### src/design/assert_macros.svh
// Concurrent assertion helpers; clocked on clk, disabled while arst_n is low.
`ifndef ASSERT_MACROS_SVH
`define ASSERT_MACROS_SVH
`ifndef SYNTHESIS
`define ARC_ASSERT(lbl, prop, msg) \
	lbl: assert property (@(posedge clk) disable iff (!arst_n) prop) else $error(msg);
`define ARC_ASSERT_NEXT(lbl, pre, post, msg) \
	lbl: assert property (@(posedge clk) disable iff (!arst_n) (pre) |=> (post)) else $error(msg);
`else
`define ARC_ASSERT(lbl, prop, msg)
`define ARC_ASSERT_NEXT(lbl, pre, post, msg)
`endif
`endif

### src/design/arc_pkg.sv
package arc_pkg;

	localparam int STORE_BYTES = 2048;
	localparam int AW = $clog2(STORE_BYTES);
	localparam int LW = AW + 1;
	localparam int LANES = 8;
	localparam int ROWS = STORE_BYTES / LANES;
	localparam int RW = $clog2(ROWS);
	localparam int QDEPTH = 4;
	localparam int QAW = $clog2(QDEPTH);

	typedef enum logic [1:0] {
		CMD_LOAD    = 2'd0,
		CMD_RESPOND = 2'd1,
		CMD_GET     = 2'd2,
		CMD_NONE    = 2'd3
	} cmd_t;

	localparam logic [15:0] SW_OK     = 16'h9000;
	localparam logic [15:0] SW_MORE   = 16'h6100;
	localparam logic [15:0] SW_NODATA = 16'h6A86;

	// one emission job for the back end
	typedef struct packed {
		logic          fail;
		logic [LW-1:0] start;
		logic [8:0]    count;
		logic [15:0]   sw;
	} job_t;

	typedef struct packed {
		logic          we;
		logic [AW-1:0] addr;
		logic [7:0]    data;
	} st_wr_t;

	typedef struct packed {
		logic q_full;
		logic q_empty;
		logic bk_idle;
	} drain_t;

endpackage

### src/design/arc_queue.sv
module arc_queue import arc_pkg::*; (
	input  logic clk,
	input  logic arst_n,
	input  logic push,
	input  job_t push_job,
	input  logic pop,
	output job_t pop_job,
	output logic full,
	output logic empty
);

	job_t             slots [QDEPTH];
	logic [QAW-1:0]   wptr_q, rptr_q;
	logic [QAW:0]     cnt_q;

	assign full = (cnt_q == (QAW+1)'(QDEPTH));
	assign empty = (cnt_q == '0);
	assign pop_job = slots[rptr_q];

	always_ff @(posedge clk) begin
		if (push) begin
			slots[wptr_q] <= push_job;
		end
	end

	always_ff @(posedge clk or negedge arst_n) begin
		if (!arst_n) begin
			wptr_q <= '0;
			rptr_q <= '0;
			cnt_q <= '0;
		end else begin
			if (push) begin
				wptr_q <= wptr_q + 1'b1;
			end
			if (pop) begin
				rptr_q <= rptr_q + 1'b1;
			end
			case ({push, pop})
				2'b10: cnt_q <= cnt_q + 1'b1;
				2'b01: cnt_q <= cnt_q - 1'b1;
				default: cnt_q <= cnt_q;
			endcase
		end
	end

endmodule

### config.mk
export PLATFORM = sky130hd
export DESIGN_NAME = arc_queue
export DESIGN_NICKNAME = d
export VERILOG_FILES = /design/src/design/assert_macros.svh /design/src/design/arc_pkg.sv /design/src/design/arc_queue.sv
export SDC_FILE = /design/constraint.sdc
export NUM_CORES = 1
export LEC_CHECK = 0
export BUFFER_PORTS_ARGS = -buffer_cell sky130_fd_sc_hd__buf_2
export CORE_ASPECT_RATIO = 1.25
export CORE_MARGIN = 1.5
export CORE_UTILIZATION = 50
export CTS_BUF_LIST = sky130_fd_sc_hd__clkbuf_8
export CTS_CLUSTER_SIZE = 28
export DETAILED_ROUTE_END_ITERATION = 8
export GPL_ROUTABILITY_DRIVEN = 0
export PLACE_DENSITY = 0.74
export REMOVE_ABC_BUFFERS = 1
export SYNTH_ARGS = -nofsm -noshare
export SYNTH_HDL_FRONTEND = slang
export SYNTH_SLANG_ARGS = --single-unit
### constraint.sdc
create_clock -name clk -period 1.95 [get_ports clk]
set_clock_uncertainty 0.05 [all_clocks]
set_input_delay 0.39 -clock clk [delete_from_list [all_inputs] [get_ports clk]]
set_output_delay 0.39 -clock clk [all_outputs]
set_load 0.01 [all_outputs]
### Word-level counts from Yosys, hierarchy flattened

Memories as Yosys holds them, arrays and structs flattened.
Index checks and enable logic that the tools add are counted.

* add/subtract/negate cells: 4
* eq/ne operators: 3
* multiplexer cells: 3
* reduce and logical (&&, ||, !) cells: 2

Operator list (count)
* case mux 3 bit (2 select lines): 1
* adder 2 x 1 -> 2 bit (second input constant): 2
* adder 3 x 1 -> 3 bit (second input constant): 1
* == test 3 bit (second input constant): 1
* zero test 3 bit: 1
* subtractor 3 x 1 -> 3 bit (second input constant): 1
* == test 2 x 1 -> 1 bit (second input constant): 1
* == test 2 bit (second input constant): 1
* 2-to-1 mux 1 bit: 2
* nonzero test 2 bit: 1

* register bits: 7
* bits in writable memories: 152
* bits of input ports: 42
* output and inout bits: 40
* memories: 1

Memories
* slots: depth 4, bits a word 38, rd ports 1, clocked after Yosys merged registers in 0, wr ports 1, line arc_queue.sv:12 `job_t slots [QDEPTH];`

### Longest topological paths before layout

* depth in word-level cells: 2
* gate-level depth with buffers: 7
* depth with buffers taken out: 7

### Least setup slack after synthesis

No wires, ideal clock.

* path type: flip-flop to flip-flop
* from: register wptr_q[0]
* to: memory slots[2][0] (netlist name) (enable)
* arrival time: 1.544 ns
* data required time: 1.501 ns
* path slack: -0.043 ns
* stages on the path, launching flop included: 4
* clock period less this slack: 1.993 ns
* cell sequence: dfrtp_1 inv_1 ha_1 and2_1

RTL lines
* start, declared: line arc_queue.sv:13 `logic [QAW-1:0] wptr_q, rptr_q;`
* start signal, assigned: line arc_queue.sv:33 `wptr_q <= wptr_q + 1'b1;`
* end, declared: line arc_queue.sv:12

Straight into the memory's write port.

==> insert_results.sql <==
INSERT INTO impl_metrics (metric_group, metric, value, unit) VALUES
('run_status', 'result_of_the_run', 'finished, violations left', ''),
('run_status', 'violations', 'negative setup slack', ''),
('setup_path', 'arrival', '1.78', 'ns'),
('route', 'firstDrtPassIters', '4', ''),
('timing', 'final_min_period_over_clock_period', '114', '%'),
('die', 'initial_core_util', '51.3', '%'),
('power_and_ir_drop', 'p_sw', '3.01', 'mW'),
('power_and_ir_drop', 'switching_share', '27.5', '%'),
('clock_tree', 'cts_sink_count', '159', ''),
('yosys', 'ys_ff_latch', '159', ''),
('yosys', 'netlist_instances', '236', ''),
('grt', 'global_route.usage.total', '17.0', '%'),
('clock_tree', 'tritoncts', 'yes', ''),
('yosys', 'ys_seq_area_share', '79.9', '%'),
('route', 'iter_0_drt_violations', '99', ''),
('clock_tree', 'ctsLongestPathBuffers', '2', ''),
('final_layout', 'num_antenna_cells', '0', ''),
('clock_tree', 'cts.htree.levels', '4', ''),
('clock_tree', 'cts.root.buffer_cell', 'sky130_fd_sc_hd__clkbuf_8', ''),
('grt', 'wire_length_of_the_first_global_routing_pass', '15100', 'um'),
('final_layout', 'final_net_count', '394', ''),
('timing', 'tightest_slew', '0.242', 'ns'),
('die', 'die_w', '100', 'um'),
('power_and_ir_drop', 'pwr_density_cell', '1510', 'nW/um^2'),
('setup_path', 'worstPathMaxFanout', '9', ''),
('power_and_ir_drop', 'power', '10.9', 'mW'),
('yosys', 'unique_cell_type_count_in_the_yosys_netlist', '18', ''),
('die', 'die_height', '125', 'um'),
('route', 'drc', '0', ''),
('route', 'antenna_left', '0', ''),
('setup_path', 'cp_data_required_time', '1.51', 'ns'),
('setup_path', 'regToRegStartpoint', 'cnt_q[0]', ''),
('timing', 'report.final.slew_viol_count', '0', ''),
('yosys', 'netlist_top_cells_area', 'sky130_fd_sc_hd__edfxtp_1, sky130_fd_sc_hd__mux4_2, sky130_fd_sc_hd__dfrtp_1', ''),
('setup_path', 'start_kind', 'register', ''),
('power_and_ir_drop', 'share_clk_of_total_power', '22.8', '%'),
('die', 'rows', '44', ''),
('grt', 'via_count_of_the_first_global_routing_pass', '2828', ''),
('timing', 'timing.fmax', '450', 'MHz'),
('yosys', 'mappedNetlistArea', '5930', 'sq um'),
('route', 'overall_routed_net_length', '10000', 'um'),
('yosys', 'avgSynthCellArea', '25.1', 'sq um'),
('die', 'core_region_area', '11600', 'sq um'),
('yosys', 'yosysWarnings', '0', ''),
('timing', 'max-slew-margin-rel', '83.9', '%'),
('clock_tree', 'num_cts_buffers', '17', ''),
('grt', 'number_of_antenna_violations_at_the_first_check_in_global_routing', '2', ''),
('final_layout', 'final_util', '62.7', '%'),
('grt', 'gr-total-overflow', '0', ''),
('run', 'number_of_max_capacitance_violations_reported', '0', ''),
('clock_tree', 'worst_setup_hold_path_clk_slew', '0.08', 'ns'),
('placement', 'dp.final_hpwl', '6110', 'um'),
('grt', 'grt_start_max_net_pins', '28', ''),
('power_and_ir_drop', 'vdd_ir_drop_max', '0.723', 'mV'),
('power_and_ir_drop', 'power.share.combinational', '34.7', '%'),
('final_layout', 'drive_above_1_share', '47.9', '%'),
('placement', 'dpl_worst_slack', '0.166', 'ns'),
('setup_path', 'kind_of_end_point_of_the_critical_path', 'output pin', ''),
('timing', 'final_number_of_setup_violating_endpoints', '38', ''),
('power_and_ir_drop', 'sequential_power_share', '42.6', '%'),
('die', 'ioPinCount', '82', ''),
('setup_path', 'crit_type', 'reg2out', ''),
('timing', 'grt_setup_unrepaired', 'yes', ''),
('clock_tree', 'clk-insertion-delay-late', '0.43', 'ns'),
('hold_path', 'min_from', 'push_job[4]', ''),
('power_and_ir_drop', 'intPower', '7.92', 'mW'),
('route', 'route.detailed.vias_per_inst', '5.47', ''),
('timing', 'final_critical_path_setup_slack', '-0.270', 'ns'),
('placement', 'placement.io_buffers', '81', ''),
('final_layout', 'layout_fillers', '818', ''),
('yosys', 'proportion_of_netlist_area_held_by_the_largest_area_contributor', '77.0', '%'),
('route', 'dr_total_vias', '2718', ''),
('yosys', 'yosys.area.top_type', 'sky130_fd_sc_hd__edfxtp_1', ''),
('final_layout', 'layout-area-overhead-vs-synth', '22.4', '%'),
('setup_path', 'critical_path.startpoint', 'rptr_q[0]', ''),
('power_and_ir_drop', 'power.leakage', '2.57', 'nW'),
('timing', 'layout_min_cycle_time', '2.22', 'ns'),
('route', 'drt-wirelength-per-cell', '20.1', 'um'),
('hold_path', 'min_path_type', 'in2reg', ''),
('timing', 'timing.final.hold_violations', '0', ''),
('die', 'floorplan.die_area', '12500', 'sq um');
-- layer usage --
layer	part of all wire [%]	track usage [%]
met5	0.27	0
met4	1.3	6.46
met3	3.7	5.05
met2	53	27.7
met1	42	21.4
-- final cells by class --
type / instances / area, sq um / area share (%)
clock inverter: 11 / 140 / 1.93
clock buffer: 21 / 289 / 3.98
tap: 138 / 173 / 2.38
multi-input combinational: 62 / 1060 / 14.6
timing repair buffer: 100 / 830 / 11.4
inverter: 6 / 22.5 / 0.311
sequential: 159 / 4740 / 65.4
-- power by group through the flow --
stage | registers, mW | logic (mW) | clock network [mW]
floorplan | 4.96 | 1.65 | 0
global route | 4.71 | 4.07 | 2.67
global placement | 4.70 | 3.17 | 0
CTS | 4.67 | 3.58 | 2.56
detailed placement | 4.75 | 3.21 | 0
finish | 4.65 | 3.79 | 2.49
-- critical path, cell delays in order (launching register included) --
cell and delay (ns):
sky130_fd_sc_hd__dfrtp_2 0.38, sky130_fd_sc_hd__buf_12 0.14, sky130_fd_sc_hd__buf_12 0.15, sky130_fd_sc_hd__mux4_2 0.53, sky130_fd_sc_hd__buf_6 0.14
-- registers in the layout, summed over array words and instances (netlist names) --
signal	cells
cnt_q	3
rptr_q	2
slots	152
wptr_q	2
-- synth_stat cells (all sizes together) --
cell,instances
dfrtp,7
nor3,1
xnor2,2
nand2,3
o21ai,2
fa,1
edfxtp,152
ha,5
xor2,4
mux4,38
and3,1
buf,9
and2,4
inv,6
nor2,1
-- cells in the final DEF (no fill, tap or decap), types with 2 or more instances in the layout --
cell                         netlist  routed
sky130_fd_sc_hd__ha_1              5       5
sky130_fd_sc_hd__buf_2             3      59
sky130_fd_sc_hd__bufinv_16         0       3
sky130_fd_sc_hd__dfrtp_1           7       5
sky130_fd_sc_hd__buf_6             1      23
sky130_fd_sc_hd__xor2_1            4       4
sky130_fd_sc_hd__buf_4             1       6
sky130_fd_sc_hd__and2_2            0       4
sky130_fd_sc_hd__xnor2_1           2       2
sky130_fd_sc_hd__o21ai_0           2       2
sky130_fd_sc_hd__buf_12            4       9
sky130_fd_sc_hd__clkbuf_8          0      21
sky130_fd_sc_hd__mux4_2           38      38
sky130_fd_sc_hd__nand2_1           3       3
sky130_fd_sc_hd__clkinvlp_4        0       4
sky130_fd_sc_hd__inv_1             6       9
sky130_fd_sc_hd__edfxtp_1        152     152
sky130_fd_sc_hd__dfrtp_2           0       2
-- logic make-up after synthesis --
| family | after synthesis | share of synthesized area (%) |
|---|---|---|
| fa+ha+maj | 6 | 1.39 |
| compound gates | 2 | 0.169 |
| buf+inv | 15 | 2.30 |
| flops | 159 | 79.9 |
| mux | 38 | 14.4 |
| xor+xnor | 6 | 0.886 |
| simple gates | 10 | 0.865 |
-- timing repair --
item	in CTS	in global routing
hold buffers	1	0
buffers inserted	4	1
cloned	1	2
hold endpoints to repair	7	0
endpoints found under the setup margin	38	38
gates resized for setup	14	22
-- worst paths after layout --
kind / endpoint / slack, ns / cells past startpoint
max: pop_job[22] / -0.27 / 4
min: slots[2][4] / 0.12 / 1
max reg2reg: cnt_q[2] / 0.46 / 5
min reg2reg: cnt_q[0] / 0.45 / 1
max in group asynchronous: rptr_q[1] / 1.40 / 2
min in group asynchronous: cnt_q[0] / 0.27 / 2
-- metrics by stage --
step	hold slack [ns]	setup TNS [ns]	instance area (sq um)	cells
final	0.123	-9.08	7250	497
after global routing	0.0917	-12.37	7250	497
after CTS	0.0871	-10.79	7160	497
after detailed placement	0.191	0	6590	459
after global placement	0.179	0	6590	459
after floorplan	0.0444	-35.39	5810	227
Power figures use the tool's default switching activity.
