$ cat src/design/assert_macros.svh
// Concurrent assertion helpers; clocked on clk, disabled while arst_n is low.
`ifndef ASSERT_MACROS_SVH
`define ASSERT_MACROS_SVH
`ifndef SYNTHESIS
`define ARC_ASSERT(lbl, prop, msg) \
	lbl: assert property (@(posedge clk) disable iff (!arst_n) prop) else $error(msg);
`define ARC_ASSERT_NEXT(lbl, pre, post, msg) \
	lbl: assert property (@(posedge clk) disable iff (!arst_n) (pre) |=> (post)) else $error(msg);
`else
`define ARC_ASSERT(lbl, prop, msg)
`define ARC_ASSERT_NEXT(lbl, pre, post, msg)
`endif
`endif

$ cat src/design/arc_pkg.sv
package arc_pkg;

	localparam int STORE_BYTES = 2048;
	localparam int AW = $clog2(STORE_BYTES);
	localparam int LW = AW + 1;
	localparam int LANES = 8;
	localparam int ROWS = STORE_BYTES / LANES;
	localparam int RW = $clog2(ROWS);
	localparam int QDEPTH = 4;
	localparam int QAW = $clog2(QDEPTH);

	typedef enum logic [1:0] {
		CMD_LOAD    = 2'd0,
		CMD_RESPOND = 2'd1,
		CMD_GET     = 2'd2,
		CMD_NONE    = 2'd3
	} cmd_t;

	localparam logic [15:0] SW_OK     = 16'h9000;
	localparam logic [15:0] SW_MORE   = 16'h6100;
	localparam logic [15:0] SW_NODATA = 16'h6A86;

	// one emission job for the back end
	typedef struct packed {
		logic          fail;
		logic [LW-1:0] start;
		logic [8:0]    count;
		logic [15:0]   sw;
	} job_t;

	typedef struct packed {
		logic          we;
		logic [AW-1:0] addr;
		logic [7:0]    data;
	} st_wr_t;

	typedef struct packed {
		logic q_full;
		logic q_empty;
		logic bk_idle;
	} drain_t;

endpackage

$ cat src/design/arc_if.sv


interface arc_out_if;
	logic        valid;
	logic        ready;
	logic [63:0] data_word;
	logic [3:0]  byte_count;
	logic        is_status;
	logic [15:0] status_word;
	logic        failed;
	logic        last_item;

	modport source(output valid, data_word, byte_count, is_status, status_word, failed,
		last_item, input ready);
	modport sink(input valid, data_word, byte_count, is_status, status_word, failed,
		last_item, output ready);
endinterface

$ cat src/design/arc_back.sv
module arc_back import arc_pkg::*; (
	input  logic                     clk,
	input  logic                     arst_n,
	input  logic                     q_valid,
	input  job_t                     q_job,
	output logic                     pop,
	output logic                     idle,
	output logic [LANES-1:0][RW-1:0] rd_row,
	input  logic [LANES-1:0][7:0]    rd_data,
	arc_out_if.source                rsp
);

	typedef enum logic [3:0] {
		BK_IDLE = 4'b0001,
		BK_READ = 4'b0010,
		BK_WORD = 4'b0100,
		BK_STAT = 4'b1000
	} bk_state_t;

	bk_state_t     state_q;
	logic [LW-1:0] cur_q;
	logic [8:0]    left_q;
	logic [15:0]   sw_q;

	logic          ov_q;
	logic [63:0]   word_q;
	logic [3:0]    cnt_q;
	logic          stat_q, fail_q, last_q;

	logic          out_free;
	logic [3:0]    n;
	logic [63:0]   word;

	assign out_free = !ov_q || rsp.ready;
	assign idle = (state_q == BK_IDLE);
	assign pop = idle && q_valid && out_free;
	assign n = (left_q >= 9'd8) ? 4'd8 : left_q[3:0];

	// banks below the start lane read the next row
	for (genvar b = 0; b < LANES; b++) begin : g_row
		assign rd_row[b] = cur_q[AW-1:3] + RW'(3'(b) < cur_q[2:0]);
	end

	always_comb begin
		logic [2:0] lane;
		word = '0;
		for (int i = 0; i < LANES; i++) begin
			lane = cur_q[2:0] + 3'(i);
			if (4'(i) < n) begin
				word[8*i +: 8] = rd_data[lane];
			end
		end
	end

	assign rsp.valid = ov_q;
	assign rsp.data_word = word_q;
	assign rsp.byte_count = cnt_q;
	assign rsp.is_status = stat_q;
	assign rsp.status_word = sw_q & {16{stat_q}};
	assign rsp.failed = fail_q;
	assign rsp.last_item = last_q;

	always_ff @(posedge clk) begin
		case (state_q)
			BK_IDLE: begin
				if (pop) begin
					cur_q <= q_job.start;
					left_q <= q_job.count;
					sw_q <= q_job.sw;
					word_q <= '0;
					cnt_q <= '0;
					fail_q <= q_job.fail;
					stat_q <= !q_job.fail;
					last_q <= 1'b1;
				end
			end
			BK_WORD: begin
				if (out_free) begin
					word_q <= word;
					cnt_q <= n;
					stat_q <= 1'b0;
					fail_q <= 1'b0;
					last_q <= 1'b0;
					cur_q <= cur_q + LW'(n);
					left_q <= left_q - 9'(n);
				end
			end
			BK_STAT: begin
				if (out_free) begin
					word_q <= '0;
					cnt_q <= '0;
					stat_q <= 1'b1;
					fail_q <= 1'b0;
					last_q <= 1'b1;
				end
			end
			default: cur_q <= cur_q;
		endcase
	end

	always_ff @(posedge clk or negedge arst_n) begin
		if (!arst_n) begin
			state_q <= BK_IDLE;
			ov_q <= 1'b0;
		end else begin
			case (state_q)
				BK_IDLE: begin
					if (pop) begin
						if (q_job.fail || (q_job.count == 9'd0)) begin
							ov_q <= 1'b1;
						end else begin
							ov_q <= 1'b0;
							state_q <= BK_READ;
						end
					end else if (rsp.ready) begin
						ov_q <= 1'b0;
					end
				end
				BK_READ: begin
					if (rsp.ready) begin
						ov_q <= 1'b0;
					end
					state_q <= BK_WORD;
				end
				BK_WORD: begin
					if (out_free) begin
						ov_q <= 1'b1;
						state_q <= (left_q == 9'(n)) ? BK_STAT : BK_READ;
					end
				end
				BK_STAT: begin
					if (out_free) begin
						ov_q <= 1'b1;
						state_q <= BK_IDLE;
					end
				end
				default: state_q <= BK_IDLE;
			endcase
		end
	end

endmodule

$ cat src/flat_wrapper.sv
// flat-port wrapper written by rule: the top's interface ports become plain ports
module arc_back_flat import arc_pkg::*;
  (clk, arst_n, q_valid, q_job, pop, idle, rd_row, rd_data, rsp_valid, rsp_data_word, rsp_byte_count, rsp_is_status, rsp_status_word, rsp_failed, rsp_last_item, rsp_ready);
  arc_out_if rsp_i ();
  input  logic clk;
  input  logic arst_n;
  input  logic q_valid;
  input  job_t q_job;
  output logic pop;
  output logic idle;
  output logic [LANES-1:0][RW-1:0] rd_row;
  input  logic [LANES-1:0][7:0] rd_data;
  output wire logic [$bits(rsp_i.valid)-1:0] rsp_valid;
  output wire logic [$bits(rsp_i.data_word)-1:0] rsp_data_word;
  output wire logic [$bits(rsp_i.byte_count)-1:0] rsp_byte_count;
  output wire logic [$bits(rsp_i.is_status)-1:0] rsp_is_status;
  output wire logic [$bits(rsp_i.status_word)-1:0] rsp_status_word;
  output wire logic [$bits(rsp_i.failed)-1:0] rsp_failed;
  output wire logic [$bits(rsp_i.last_item)-1:0] rsp_last_item;
  input wire logic [$bits(rsp_i.ready)-1:0] rsp_ready;
  assign rsp_valid = rsp_i.valid;
  assign rsp_data_word = rsp_i.data_word;
  assign rsp_byte_count = rsp_i.byte_count;
  assign rsp_is_status = rsp_i.is_status;
  assign rsp_status_word = rsp_i.status_word;
  assign rsp_failed = rsp_i.failed;
  assign rsp_last_item = rsp_i.last_item;
  assign rsp_i.ready = rsp_ready;
  arc_back u_core (.clk(clk), .arst_n(arst_n), .q_valid(q_valid), .q_job(q_job), .pop(pop), .idle(idle), .rd_row(rd_row), .rd_data(rd_data), .rsp(rsp_i));
endmodule
$ cat config.mk
export PLATFORM = sky130hd
export DESIGN_NAME = arc_back_flat
export DESIGN_NICKNAME = d
export VERILOG_FILES = /design/src/design/assert_macros.svh /design/src/design/arc_pkg.sv /design/src/design/arc_if.sv /design/src/design/arc_back.sv /design/src/flat_wrapper.sv
export SDC_FILE = /design/constraint.sdc
export NUM_CORES = 1
export LEC_CHECK = 0
export ABC_AREA = 1
export BUFFER_PORTS_ARGS = -buffer_cell sky130_fd_sc_hd__buf_2
export CAP_MARGIN = 10
export CORE_AREA = 2 2 137 139
export DETAILED_ROUTE_END_ITERATION = 16
export DIE_AREA = 0 0 139 141
export PLACE_DENSITY = 0.74
export SLEW_MARGIN = 20
export SYNTH_ARGS = -nofsm -noshare
export SYNTH_HDL_FRONTEND = slang
export SYNTH_SLANG_ARGS = --single-unit
$ cat constraint.sdc
create_clock -name clk -period 5.9 [get_ports clk]
set_input_delay 1.475 -clock clk [delete_from_list [all_inputs] [get_ports clk]]
set_output_delay 1.475 -clock clk [all_outputs]
set_load 0.02 [all_outputs]
; ---- Word-level counts from Yosys, hierarchy flattened
; Cells that the tools add are included.
[word_totals]
reg_bits = 113
latch_bits = 0
mem_bits_rw = 0
rom_bits = 0
input_bits = 106
out_inout_bits = 154
elab_cells = 138
memories = 0
[classes]
addsub = 17
n_mul = 0
div = 0
n_lt_le_gt_ge = 25
n_eq_ne = 10
n_shift = 0
muxes = 57
n_bitwise = 1
n_reduce_logical = 18
[op_table]
columns = operator, n
row1 = 8-bit binary-select mux with 3-bit select, 8
row2 = 64-bit 2-to-1 mux, 3
row3 = 64-bit one-hot mux with 3 select lines, 1
row4 = 8-bit 2-to-1 mux, 16
row5 = 8-bit by 1-bit adder with 8-bit output, 8
row6 = 4-bit 2-to-1 mux, 9
row7 = 3-bit by 4-bit less-than comparator with 1-bit output (second input constant), 8
row8 = 12-bit 2-to-1 mux, 2
row9 = 12-bit one-hot mux with 2 select lines, 1
row10 = 9-bit 2-to-1 mux, 2
row11 = 9-bit one-hot mux with 2 select lines, 1
row12 = 16-bit bitwise AND, 1
row13 = 3-bit by 4-bit less-than comparator with 1-bit output (first input constant), 4
row14 = 4-bit one-hot mux with 4 select lines, 1
row15 = 12-bit by 4-bit adder with 12-bit output, 1
row16 = 3-bit adder (second input constant), 4
row17 = 3-bit less-than comparator (first input constant), 4
row18 = 4-bit one-hot mux with 3 select lines, 1
row19 = 9-bit by 4-bit equality test with 1-bit output, 1
row20 = 9-bit by 4-bit >= comparator with 1-bit output (second input constant), 1
row21 = 9-bit logical NOT, 1
row22 = 1-bit one-hot mux with 3 select lines, 3
row23 = 9-bit by 4-bit subtractor with 9-bit output, 1
row24 = 1-bit by 4-bit less-than comparator with 1-bit output (first input constant), 2
row25 = other kinds (22), 44

; ---- Logic depth before layout (Yosys ltp)
[depth]
word_depth = 6
ltp_mapped = 15
depth_no_buf = 14

; ---- Worst setup path before layout
; No wires, ideal clock.
[synth_timing]
path_kind = input -> register
from = in rsp_ready
to = reg u_core.cnt_q[0], in the netlist u_core.rsp.byte_count[0] (enable)
setup_ns = 0.521
t_arrival_ns = 5.224
slack_ns = 0.154
path_stages = 4
path_buffers = 0
path_cell_list = nor2_1 > inv_1 > nand3_1 > a21oi_1
[synth_between]
elab_chain_len = 4
[synth_rtl]
columns = item, line_no
row1 = "start, declared", flat_wrapper.sv:20  ; input wire logic [$bits(rsp_i.ready)-1:0] rsp_ready;
row2 = 1-bit logical OR (*), arc_back.sv:34  ; assign out_free = !ov_q || rsp.ready;
row3 = 1-bit logical AND, arc_back.sv:36  ; assign pop = idle && q_valid && out_free;
row4 = 2-bit inequality test (no source line), --
row5 = 4-bit AND reduction (no source line) (*), --
row6 = "end signal, assigned", arc_back.sv:80  ; cnt_q <= n;
row7 = "end, declared", arc_back.sv:27  ; logic [3:0] cnt_q;
; Every way passes the cells marked *; elsewhere a longest branch is shown, timed or not.
; A chain may end at the register's enable or synchronous reset.

==> results by group <==
Setup path
  – CP Cell Sequence: buf_4 -> clkinv_1 -> ha_1 -> a21oi_1 -> ha_1 -> inv_1 -> nor2_1 -> nand2_1 -> xor2_1 -> buf_2
  – Reg2reg setup slack: 2.02 ns
  – R2R Path End: u_core.rsp.data_word[59]
  – CP delay by family, top: buffers and inverters
  – R2R depth: 7
  – Worst path depth: 10
  – Worst-path fanout max: 24
  – Crit path buf inv count: 4
  – Critical Path AT: 2.97 ns
  – CP most frequent cell: ha_1
  – Critical Path RT: 4.43 ns
  – Endpoint type of the worst setup path: output pin
  – Startpoint class of the critical path: flop
  – CP max-delay cell: clkinv_1
  – FF-to-FF Start: u_core.cur_q[0]
  – Crit Path Class: flop to output pin
  – Critical path's largest stage delay: 0.49 ns

Logic synthesis
  – Area contributors post-synth: edfxtp_1, nand2_1, o21ai_0
  – Ys Warns: 0
  – Cells after synthesis: 1051
  – Post-synth ARST share: 4.46%
  – Seq/Total Area, Yosys: 41.8%
  – Post-synth EDFFs: 107
  – Syn avg cell area: 7.61 um^2
  – Most instantiated library cell after synthesis: nand2_1
  – Netlist cell types: 40
  – Syn nets: 1183
  – Post-synth top flop: edfxtp_1
  – Synth cell count leaders: nand2_1, nor2_1, edfxtp_1, inv_1, o21ai_0
  – Area fraction of the dominant cell type after synthesis: 40.2%
  – Seq cells post-synth: 112
  – Area leader, netlist: edfxtp_1
  – Post-Syn Area: 8000 um^2

Clock tree
  – Hold buffer count at CTS: 0
  – CTS Buffer Depth: 2
  – CTS tree: yes
  – CTS H-tree lvls: 3
  – Clock buffer count from CTS: 9
  – CTS Root Cell: clkbuf_16
  – Post-CTS setup buffers: 0
  – CTS sink cnt: 112
  – Worst-skew pair later-pin latency: 0.37 ns
  – Cts repair resizes: 0
  – Clock transition at path regs: 0.09 ns

Global route
  – Largest net degree at the start of global routing: 71
  – Gr ovfl total: 0
  – First-pass GRT wire length: 36500 um
  – Initial antenna violation count: 8
  – Vias in the first global route: 6809
  – Total GRT Usage: 23.9%

Power
  – Total power draw: 4.13 mW
  – Leakage: 4.86 nW
  – Worst ir drop on vdd: 0.464 mV
  – Pwr dens: 423 nW/um^2

Drt
  – Routed via count: 7812
  – DRC: 0
  – Final wirelength: 24300 um
  – First-pass DRT Iterations: 7
  – ANT nets after route: 0
  – Average wire per standard cell: 16.0 um
  – Vias/cell: 5.15
  – 1st-iter DRT viols: 870

Final layout
  – Fin util: 53.5%
  – Multi-input logic area: 3990 um^2
  – Area delta synth->final: 22.1%
  – Share of post-route cells with drive strength above 1: 25.4%
  – Reg area: 3340 um^2
  – Fillers: 1753
  – Post-route cell area: 9770 um^2
  – Net count, final: 1404

Floorplan
  – Core area: 18300 um^2
  – # rows: 50
  – Chip width: 139 um
  – I/O Pins: 260
  – Initial core utilization: 43.8%
  – Die Y: 141 um
  – Die area: 19600 um^2

STA
  – Slew headroom: 34.0%
  – Fmax: 225 MHz
  – Clock Skew: 0.0123 ns
  – Setup TNS: 0 ns
  – Crit share post-route: 75.4%
  – Slew Viols, Final: 0
  – RSZ-0062 raised after global routing: false
  – Final Hold Vio Count: 0
  – Final setup vio count: 0
  – Worst-Margin Slew: 0.984 ns
  – Crit path time final: 4.45 ns

Outcome
  – Status: finished, final reports clean

Place
  – GP Congestion: 0.932
  – DP Wirelength: 18300 um
  – Port bufs: 258
  – Placed Instance Area: 9390 um^2

Job
  – Maxcap violations: 0

Min path
  – WHS Path Cells: 2
  – Hold Crit Endpoint: u_core.rsp.valid
  – Min-delay src: u_core.rsp.valid
  – Hold crit path type: flop to flop
## through the flow
step                std cells  hold slack [ns]  setup WS, ns
finish                   1518            0.588          1.45
global route             1514            0.630          1.17
CTS                      1511            0.587          1.47
detailed placement       1495            0.574          1.87
global placement         1495            0.566          1.97
floorplan                1051            0.551         0.154
## routing by layer
layer	vias up	share of wire (%)	wire length [um]	global-route usage, %
li1	3842	-	-	-
met1	3567	43	10400	32.2
met2	340	45	11000	37.2
met3	59	8.3	2020	5.94
met4	4	3.6	867	9.30
met5	-	0.099	24	0
## layout by cell type (no fill, tap or decap), types with 3 or more instances in the layout
| master | n |
|---|---|
| a31oi_1 | 4 |
| a211oi_1 | 8 |
| diode_2 | 7 |
| nor2_1 | 109 |
| nor2_4 | 3 |
| inv_2 | 11 |
| a21oi_1 | 19 |
| xor2_1 | 44 |
| o211ai_1 | 3 |
| edfxtp_1 | 107 |
| nand4_1 | 6 |
| clkbuf_16 | 9 |
| mux2i_1 | 24 |
| inv_1 | 103 |
| o21ba_2 | 7 |
| dfrtp_1 | 4 |
| buf_2 | 258 |
| nand2_1 | 328 |
| o21ai_0 | 88 |
| buf_4 | 7 |
| ha_1 | 26 |
| clkinv_1 | 4 |
| nand3_1 | 65 |
| or2_2 | 10 |
## worst max path at each step
stage / from / to / slack (ns)
final: u_core.cur_q[2] / rd_row[23] / 1.45
after global routing: u_core.cur_q[2] / rd_row[23] / 1.17
after CTS: u_core.cur_q[2] / rd_row[22] / 1.47
after detailed placement: u_core.cur_q[2] / rd_row[22] / 1.87
after global placement: u_core.cur_q[2] / rd_row[22] / 1.97
after floorplan: rsp_ready / u_core.rsp.byte_count[0] / 0.15
## worst reg2reg max path, cell delays in order (launching register included)
cell and delay (ns):
edfxtp_1 0.40, inv_2 0.11, buf_4 0.53, ha_1 0.64, clkinv_1 0.96, o21ai_0 0.79
nor2_1 0.08, a211oi_1 0.21
## sequential cells by signal, summed over array words and instances, names as in the netlist
name / count
u_core.rsp.valid: 1
u_core.left_q: 9
u_core.rsp.is_status: 1
u_core.cur_q: 11
u_core.sw_q: 16
u_core.rsp.data_word: 64
u_core.state_q: 4
u_core.rsp.failed: 1
u_core.rsp.last_item: 1
u_core.rsp.byte_count: 4
## area by class of cell
type	count	share of cell area, %
diodes	7	0.179
clock buffers	9	2.31
clock inverters	7	1.13
inverters	118	4.54
multi-input cells	766	40.9
flip-flops and latches	112	34.2
well taps	234	3.00
repair buffers	265	13.8
## kinds of logic after synthesis
family / share of synthesized area (%)
muxes: 3.00
other: 0.0469
adders and majority gates: 4.07
and+or+nand+nor: 27.2
DFF: 41.8
AOI/OAI and AO/OA: 10.0
xor gates and xnor gates: 5.13
buffers and inverters: 8.81
## report_power, final
group	internal (mW)	total [mW]	switching [mW]
Clock	0.350	0.681	0.331
Combinational	0.653	2.18	1.52
Sequential	1.16	1.27	0.115
Total	2.16	4.13	1.97
Power figures use the tool's default switching activity.
