`src/design/assert_macros.svh`:
```
// Concurrent assertion helpers; clocked on clk, disabled while arst_n is low.
`ifndef ASSERT_MACROS_SVH
`define ASSERT_MACROS_SVH
`ifndef SYNTHESIS
`define ARC_ASSERT(lbl, prop, msg) \
	lbl: assert property (@(posedge clk) disable iff (!arst_n) prop) else $error(msg);
`define ARC_ASSERT_NEXT(lbl, pre, post, msg) \
	lbl: assert property (@(posedge clk) disable iff (!arst_n) (pre) |=> (post)) else $error(msg);
`else
`define ARC_ASSERT(lbl, prop, msg)
`define ARC_ASSERT_NEXT(lbl, pre, post, msg)
`endif
`endif

```
`src/design/arc_pkg.sv`:
```
package arc_pkg;

	localparam int STORE_BYTES = 2048;
	localparam int AW = $clog2(STORE_BYTES);
	localparam int LW = AW + 1;
	localparam int LANES = 8;
	localparam int ROWS = STORE_BYTES / LANES;
	localparam int RW = $clog2(ROWS);
	localparam int QDEPTH = 4;
	localparam int QAW = $clog2(QDEPTH);

	typedef enum logic [1:0] {
		CMD_LOAD    = 2'd0,
		CMD_RESPOND = 2'd1,
		CMD_GET     = 2'd2,
		CMD_NONE    = 2'd3
	} cmd_t;

	localparam logic [15:0] SW_OK     = 16'h9000;
	localparam logic [15:0] SW_MORE   = 16'h6100;
	localparam logic [15:0] SW_NODATA = 16'h6A86;

	// one emission job for the back end
	typedef struct packed {
		logic          fail;
		logic [LW-1:0] start;
		logic [8:0]    count;
		logic [15:0]   sw;
	} job_t;

	typedef struct packed {
		logic          we;
		logic [AW-1:0] addr;
		logic [7:0]    data;
	} st_wr_t;

	typedef struct packed {
		logic q_full;
		logic q_empty;
		logic bk_idle;
	} drain_t;

endpackage

```
`src/design/arc_if.sv`:
```
interface arc_in_if;
	logic       valid;
	logic       ready;
	logic [1:0] cmd;
	logic [7:0] data_byte;
	logic       last_byte;
	logic [7:0] le_byte;
	logic       le_present;

	modport source(output valid, cmd, data_byte, last_byte, le_byte, le_present, input ready);
	modport sink(input valid, cmd, data_byte, last_byte, le_byte, le_present, output ready);
endinterface


```
`src/design/arc_front.sv`:
```
module arc_front import arc_pkg::*; (
	input  logic       clk,
	input  logic       arst_n,
	input  logic       cfg_we,
	input  logic [8:0] cfg_wdata,
	arc_in_if.sink     req,
	input  drain_t     drain,
	output logic       push,
	output job_t       job,
	output st_wr_t     st_wr
);

	// (n + 12) % 64 == 0 means n % 64 == 52
	function automatic logic [8:0] avoid_multiple(input logic [8:0] n);
		return (n[5:0] == 6'd52) ? n - 9'd1 : n;
	endfunction

	function automatic logic [15:0] remain_sw(input logic [LW-1:0] r);
		return (r > LW'(255)) ? SW_MORE : (SW_MORE | {8'h00, r[7:0]});
	endfunction

	logic          v_s1;
	cmd_t          cmd_s1;
	logic [7:0]    data_s1;
	logic          last_s1;
	logic [7:0]    le_s1;
	logic          lep_s1;

	logic [8:0]    cap_q;
	logic [LW-1:0] len_q, plen_q, poff_q;
	logic          ovf_q, restart_q;

	logic          go, fire;
	logic [8:0]    cfg_cl;
	logic [8:0]    le_dec, le_cl, le_av, take0, take1, take;
	logic [LW-1:0] base_len, rem_r, remain, new_off, rem_g;
	logic          base_ovf, store_full, fits, has;

	always_comb begin
		case (cmd_s1)
			CMD_LOAD: go = drain.q_empty && drain.bk_idle;
			CMD_RESPOND, CMD_GET: go = !drain.q_full;
			default: go = 1'b1;
		endcase
	end

	assign fire = v_s1 && go;
	assign req.ready = !v_s1 || go;

	always_comb begin
		if (cfg_wdata < 9'd3) begin
			cfg_cl = 9'd3;
		end else if (cfg_wdata > 9'd258) begin
			cfg_cl = 9'd258;
		end else begin
			cfg_cl = cfg_wdata;
		end
	end

	// Le decode, zero byte means 256
	assign le_dec = !lep_s1 ? cap_q : ((le_s1 == 8'd0) ? 9'd256 : {1'b0, le_s1});

	// load
	assign base_len = restart_q ? '0 : len_q;
	assign base_ovf = restart_q ? 1'b0 : ovf_q;
	assign store_full = base_len[AW];
	assign st_wr.we = fire && (cmd_s1 == CMD_LOAD) && !store_full;
	assign st_wr.addr = base_len[AW-1:0];
	assign st_wr.data = data_s1;

	// respond
	assign le_cl = (le_dec > cap_q) ? cap_q : le_dec;
	assign fits = (LW'(le_cl) >= len_q);
	assign le_av = avoid_multiple(le_cl);
	assign rem_r = len_q - LW'(le_av);

	// get response
	assign has = (poff_q < plen_q);
	assign remain = plen_q - poff_q;
	assign take0 = (remain < LW'(le_dec)) ? remain[8:0] : le_dec;
	assign take1 = (take0 > cap_q) ? cap_q : take0;
	assign take = avoid_multiple(take1);
	assign new_off = poff_q + LW'(take);
	assign rem_g = plen_q - new_off;

	always_comb begin
		push = fire && ((cmd_s1 == CMD_RESPOND) || (cmd_s1 == CMD_GET));
		job = '0;
		case (cmd_s1)
			CMD_RESPOND: begin
				if (ovf_q) begin
					job.fail = 1'b1;
				end else if (fits) begin
					job.count = len_q[8:0];
					job.sw = SW_OK;
				end else begin
					job.count = le_av;
					job.sw = remain_sw(rem_r);
				end
			end
			CMD_GET: begin
				if (!has) begin
					job.sw = SW_NODATA;
				end else begin
					job.start = poff_q;
					job.count = take;
					job.sw = (rem_g == '0) ? SW_OK : remain_sw(rem_g);
				end
			end
			default: job = '0;
		endcase
	end

	always_ff @(posedge clk) begin
		if (req.valid && req.ready) begin
			cmd_s1 <= cmd_t'(req.cmd);
			data_s1 <= req.data_byte;
			last_s1 <= req.last_byte;
			le_s1 <= req.le_byte;
			lep_s1 <= req.le_present;
		end
	end

	always_ff @(posedge clk or negedge arst_n) begin
		if (!arst_n) begin
			v_s1 <= 1'b0;
			cap_q <= 9'd256;
			len_q <= '0;
			ovf_q <= 1'b0;
			plen_q <= '0;
			poff_q <= '0;
			restart_q <= 1'b1;
		end else begin
			if (req.ready) begin
				v_s1 <= req.valid;
			end
			if (cfg_we) begin
				cap_q <= cfg_cl - 9'd2;
			end
			if (fire) begin
				case (cmd_s1)
					CMD_LOAD: begin
						len_q <= store_full ? base_len : base_len + 1'b1;
						ovf_q <= base_ovf | store_full;
						if (restart_q) begin
							plen_q <= '0;
							poff_q <= '0;
						end
						restart_q <= last_s1;
					end
					CMD_RESPOND: begin
						restart_q <= 1'b1;
						if (ovf_q || fits) begin
							plen_q <= '0;
							poff_q <= '0;
						end else begin
							plen_q <= len_q;
							poff_q <= LW'(le_av);
						end
					end
					CMD_GET: begin
						if (!has || (rem_g == '0)) begin
							plen_q <= '0;
							poff_q <= '0;
						end else begin
							poff_q <= new_off;
						end
					end
					default: restart_q <= restart_q;
				endcase
			end
		end
	end

endmodule

```
`src/flat_wrapper.sv`:
```
// flat-port wrapper written by rule: the top's interface ports become plain ports
module arc_front_flat import arc_pkg::*;
  (clk, arst_n, cfg_we, cfg_wdata, drain, push, job, st_wr, req_valid, req_cmd, req_data_byte, req_last_byte, req_le_byte, req_le_present, req_ready);
  arc_in_if req_i ();
  input  logic clk;
  input  logic arst_n;
  input  logic cfg_we;
  input  logic [8:0] cfg_wdata;
  input  drain_t drain;
  output logic push;
  output job_t job;
  output st_wr_t st_wr;
  input wire logic [$bits(req_i.valid)-1:0] req_valid;
  input wire logic [$bits(req_i.cmd)-1:0] req_cmd;
  input wire logic [$bits(req_i.data_byte)-1:0] req_data_byte;
  input wire logic [$bits(req_i.last_byte)-1:0] req_last_byte;
  input wire logic [$bits(req_i.le_byte)-1:0] req_le_byte;
  input wire logic [$bits(req_i.le_present)-1:0] req_le_present;
  output wire logic [$bits(req_i.ready)-1:0] req_ready;
  assign req_i.valid = req_valid;
  assign req_i.cmd = req_cmd;
  assign req_i.data_byte = req_data_byte;
  assign req_i.last_byte = req_last_byte;
  assign req_i.le_byte = req_le_byte;
  assign req_i.le_present = req_le_present;
  assign req_ready = req_i.ready;
  arc_front u_core (.clk(clk), .arst_n(arst_n), .cfg_we(cfg_we), .cfg_wdata(cfg_wdata), .req(req_i), .drain(drain), .push(push), .job(job), .st_wr(st_wr));
endmodule
```
`config.mk`:
```
export PLATFORM = sky130hd
export DESIGN_NAME = arc_front_flat
export DESIGN_NICKNAME = d
export VERILOG_FILES = /design/src/design/assert_macros.svh /design/src/design/arc_pkg.sv /design/src/design/arc_if.sv /design/src/design/arc_front.sv /design/src/flat_wrapper.sv
export SDC_FILE = /design/constraint.sdc
export NUM_CORES = 1
export LEC_CHECK = 0
export BUFFER_PORTS_ARGS = -buffer_cell sky130_fd_sc_hd__buf_4
export CAP_MARGIN = 20
export CORE_AREA = 8 8 128 118
export CTS_CLUSTER_DIAMETER = 150
export DETAILED_ROUTE_END_ITERATION = 8
export DIE_AREA = 0 0 136 126
export PLACE_DENSITY = 0.76
export SLEW_MARGIN = 20
export SYNTH_ARGS = -nofsm -noshare
export SYNTH_HDL_FRONTEND = slang
export SYNTH_SLANG_ARGS = --single-unit
```
`constraint.sdc`:
```
create_clock -name clk -period 28.2 [get_ports clk]
set_clock_uncertainty 0.2 [all_clocks]
set_input_delay 1.41 -clock clk [delete_from_list [all_inputs] [get_ports clk]]
set_output_delay 1.41 -clock clk [all_outputs]
set_load 0.01 [all_outputs]
```
## Word level (Yosys, flattened, before mapping)

Cells that the tools add are included.

- Flip-flop bits (word level): 68
- Logic and storage cells: 92

- Add/sub/neg operators: 8
- Magnitude comparators: 9
- Equal/unequal tests: 6
- Mux-type cells: 32
- Bitwise operators: 1
- Reductions and logical operators: 24

Operators with widths:

| cell | count |
|---|---|
| 9-bit 2-to-1 mux | 10 |
| 12-bit 2-to-1 mux | 7 |
| 12-bit case mux with 3 select lines | 2 |
| 25-bit 2-to-1 mux | 2 |
| 25-bit case mux with 2 select lines | 1 |
| 16-bit 2-to-1 mux | 2 |
| 12-bit by 8-bit greater-than comparator with 1-bit output, second input constant | 2 |
| 12-bit subtractor | 2 |
| 21-bit 2-to-1 mux | 1 |
| 9-bit greater-than comparator | 2 |
| 9-bit by 1-bit subtractor with 9-bit output, second input constant | 2 |
| 8-bit 2-to-1 mux | 2 |
| 12-bit by 1-bit adder with 12-bit output, second input constant | 1 |
| 12-bit by 9-bit adder with 12-bit output | 1 |
| 6-bit equality test, second input constant | 2 |
| 9-bit by 12-bit >= comparator with 1-bit output | 1 |
| 12-bit logical NOT | 1 |
| 12-bit less-than comparator | 1 |
| 12-bit by 9-bit less-than comparator with 1-bit output | 1 |
| 12-bit by 9-bit subtractor with 12-bit output | 1 |
| 9-bit greater-than comparator, second input constant | 1 |
| 9-bit by 2-bit less-than comparator with 1-bit output, second input constant | 1 |
| 9-bit by 2-bit subtractor with 9-bit output, second input constant | 1 |
| 8-bit logical NOT | 1 |
| other kinds (17) | 32 |

## Depth between registers and ports, before layout

- Word-level depth: 16
- Gate-level depth with buffers: 52

## Worst setup path before layout

OpenSTA, ideal clock, no wires.

- Path type: reg2out
- Start point: reg u_core.poff_q[4]
- End point: out job[15] in the netlist's numbering
- Arrival time: 9194 ps
- Required time: 26590 ps
- Slack: 17396 ps
- Stages on the path, launching flop included: 49
- Buffers on the path: 3
- Path through: dfrtp_1 > inv_1 > ha_1 > and3_1 > or2_2 > o21ai_0 > nand2_1 > a21oi_1 > xnor2_1 > ha_1 > a211oi_1 > o221ai_1 > a31o_2 > a2111oi_4 > buf_6 > buf_2 > mux2_2 > ha_1 > [13 not listed] > inv_1 > a21oi_1 > o21bai_1 > a21o_1 > a21o_1 > a31oi_1 > nor2b_1 > o21ai_0 > xnor2_1 > ha_1 > a21oi_1 > xnor2_1 > mux2i_1 > xnor2_1 > nor3_2 > a21oi_1 > nor2_1 > buf_4

RTL lines:

| element | line | text |
|---|---|---|
| start: declaration | arc_front.sv:30 | `logic [LW-1:0] len_q, plen_q, poff_q;` |
| start signal: assignment | arc_front.sv:158 | `poff_q <= LW'(le_av);` |
| start signal: assignment | arc_front.sv:166 | `poff_q <= new_off;` |
| end: declaration | flat_wrapper.sv:11 | `output job_t job;` |

==> impl_summary.txt <==
----------------------------------------------------
[Placed design]
  IO Port Bufs ... 94
  Weighted congestion at the end of routability-driven global placement ... 0.9878
  Half-perimeter wire length after placement ... 16.58 mm

[GRT]
  Met1 usage in global routing ... 0.3147
  Number of global-route vias before repair ... 6295
  Grt met3 use ... 0.05882
  Gr busiest metal ... met2
  Number of antenna violations at the first check in global routing ... 0
  Met2 layer usage reported by global route ... 0.3624
  Largest net degree at the start of global routing ... 49
  Global route overflow ... 0
  Wire length of the first global-routing pass ... 32.69 mm
  Total routing usage reported by global routing ... 0.2381

[Floorplanning]
  Starting utilization of the core area ... 0.5375
  IO Count ... 96
  Number of cell rows ... 40
  Die Height ... 126 um
  Total die area ... 0.01714 mm2
  Horizontal die dimension ... 136 um
  Standard cell core area ... 0.01301 mm2

[Yosys]
  Synthesized netlist cell count ... 854
  Number of enable-type register cells in the synthesized netlist ... 20
  Distinct cell type count of the synthesized netlist ... 72
  Mean instance size in the synthesized netlist ... 8.190 um2
  Number of warnings printed during yosys synthesis ... 0
  Flip-flop and latch count after synthesis ... 68
  Most numerous cell types in the synthesized netlist ... nor2_1, ha_1, inv_1, nand2_1, o21ai_0
  Sequential share of the synthesized area ... 0.2580
  Cells taking the most area after synthesis ... dfrtp_1, ha_1, edfxtp_1
  Synth Flop Type ... dfrtp_1
  Post-synth top area share ... 0.1646
  Cell type with the largest total area after synthesis ... dfrtp_1
  Syn nets ... 980
  Cell with the most instances after synthesis ... nor2_1
  Asr flop ratio synth ... 0.7059
  Netlist area before placement ... 0.006994 mm2

[Routing]
  Final wirelength ... 20.62 mm
  Average wire per standard cell ... 18.66 um
  Overall via count from detail_route ... 6724
  Detail Route Antenna Nets ... 0
  Detailed Route Iter0 Violations ... 669
  Number of detailed-route iterations in the first pass ... 5
  Via count normalized by instance count ... 6.085
  Residual DRC ... 0

[STA]
  Time the final worst path needs with I/O delays and setup ... 12.26 ns
  Accumulated negative setup slack ... 0 ns
  Slew at the pin closest to its max-slew limit ... 1.023 ns
  Hold Vio Cnt, Final ... 0
  Final number of setup-violating endpoints ... 0
  Unrepaired setup endpoints after global routing ... false
  Maximum clock rate ... 0.08159 GHz
  Pins over their slew limit ... 0
  Worst max-slew margin expressed relative to the limit ... 0.3105
  Final Cycle Share ... 0.4346

[Setup path]
  Startpoint type of the worst setup path ... flip-flop
  Endpoint of the worst-slack reg-to-reg timing path ... u_core.plen_q[2]
  Kind of capture point of the worst setup path ... output port
  FF-to-FF path depth ... 48
  Dominant delay contributor by cell family on the critical path ... compound AO/OA/AOI/OAI gates
  Kind of critical path ... reg2out
  Startpoint of the most critical register-to-register path ... u_core.poff_q[4]
  Maximum fanout along the worst path ... 17
  Highest cell delay on the worst timing path ... 0.60 ns
  Cell repeated most along the worst path ... ha_1
  Required time reported for the critical path endpoint ... 26.59 ns
  Flop-to-flop setup slack ... 17.19 ns
  Slowest stage cell, crit path ... o21ai_1
  Number of buffers and inverters on the critical path ... 6
  Data arrival, critical path ... 10.65 ns

[Layout]
  Synthesis-to-finish area growth ... 15.33%
  Share of layout cells above drive strength 1 ... 0.1601
  Number of diodes ... 0
  Final layout net count ... 1058

[Job]
  Max_cap viols ... 0

[CTS]
  Clock insertion delay at the later pin of the skew report ... 0.34 ns
  Number of sinks handled by clock tree synthesis ... 68
  Post-cts hold buffer count ... 0
  Number of buffers created by CTS ... 9
  Resized cells post-CTS ... 0
  Post-CTS setup buffer count ... 0
  CTS Buffer Depth ... 2
  CTS tree ... yes
  CTS root buf ... clkbuf_16
  Number of H-tree branching levels ... 3
  Clock slew at reported path FFs ... 0.05 ns

[Hold path]
  Startpoint of the tightest hold check path ... u_core.v_s1
  Hold WC Path Type ... reg2reg
  End point of the worst hold path ... u_core.v_s1
  WHS Path Cells ... 2

[Run status]
  Outcome ... completed

----------------------------------------------------
## worst max-delay path by stage
stage	start	end	slack, ns	depth (start not counted)
2_1_floorplan	u_core.poff_q[4]	job[15]	17.40	48
5_1_grt	u_core.poff_q[3]	job[6]	15.10	49
4_1_cts	u_core.poff_q[4]	job[6]	15.68	46
3_3_place_gp	u_core.poff_q[4]	job[4]	16.44	46
6_report	u_core.poff_q[4]	job[6]	15.94	48
3_5_place_dp	u_core.poff_q[4]	job[6]	16.12	46
## registers in the layout, indices dropped and copies added, names as in the netlist, 2 cells and up
signal and cells:
u_core.plen_q 12, u_core.len_q 12, u_core.le_s1 8, u_core.cmd_s1 2
u_core.poff_q 12, u_core.cap_q 9, u_core.data_s1 8
## through the flow
| step | util | area (um2) | setup slack [ns] | instances | hold WS (ns) |
|---|---|---|---|---|---|
| 3_3_place_gp | 0.5991 | 7796 | 16.44 | 1088 | 0.2938 |
| 5_1_grt | 0.6199 | 8066 | 15.10 | 1105 | 0.3417 |
| 2_1_floorplan | - | 6994 | 17.40 | 854 | 0.2628 |
| 4_1_cts | 0.6193 | 8059 | 15.68 | 1104 | 0.3138 |
| 6_report | 0.6199 | 8066 | 15.94 | 1105 | 0.3123 |
| 3_5_place_dp | 0.5991 | 7796 | 16.12 | 1088 | 0.2966 |
## cell type report
| cell class | count | area (um2) |
|---|---|---|
| multi-input combinational | 676 | 4753 |
| inverter | 78 | 292.8 |
| tap | 168 | 210.2 |
| fill | 1172 | 4946 |
| clock inverter | 5 | 30.03 |
| timing repair buffer | 99 | 743.2 |
| sequential | 68 | 1804 |
| clock buffer | 11 | 232.7 |
## per-layer routing
metal	vias up	wire (um)
met4	0	659
met3	42	2001
met1	3144	8945
met2	320	9017
met5	-	0
li1	3218	-
## worst register-to-register path: cells and delay by family (launching register included)
kind                     cells  cell delay, ns
buffers and inverters        6            0.88
AND/OR/NAND/NOR              6            0.96
AO/OA/AOI/OAI               20            4.64
adder cells (fa/ha/maj)      7            1.80
flip-flops                   1            0.37
XOR/XNOR                     5            0.95
multiplexers                 4            1.12
## placed cells by master, fill, tap and decap left out, types with 3 or more instances in the layout
cell,n
o21bai_1,4
nor4_1,7
nand2b_1,12
xnor2_1,22
o31ai_1,3
a21o_1,17
and3_1,7
o21a_1,15
or2_2,3
and2_1,10
nand4_1,12
nor2b_1,21
nand3_1,18
nand2_1,70
o211ai_1,4
fa_1,4
o41ai_1,4
o2bb2ai_1,3
inv_1,78
xor2_1,15
clkbuf_16,9
a21oi_1,53
o21ai_0,61
mux2i_1,17
o221ai_1,8
a22oi_1,4
a211oi_1,7
mux2_2,17
a31oi_1,16
buf_4,99
nor3_1,11
or3_1,8
a21boi_0,3
dfrtp_1,46
edfxtp_1,20
ha_1,86
a22o_1,4
clkinv_2,3
nor2_1,90
## logic make-up (layout without fill, tap and decap cells)
kind of cell               after synthesis  count (layout)  share of synthesized area
and+or+nand+nor                        280             280                     0.1937
AOI/OAI and AO/OA                      233             233                     0.2188
DFF                                     68              68                     0.2580
adders and majority gates               90              90                     0.1653
xor gates and xnor gates                37              37                    0.04633
other                                    1               1                  0.0005362
buffers and inverters                  110             193                    0.06351
muxes                                   35              35                    0.05384
Power is not shown: default switching activity piles up to over one toggle a cycle in this logic, so the estimate is an artifact.
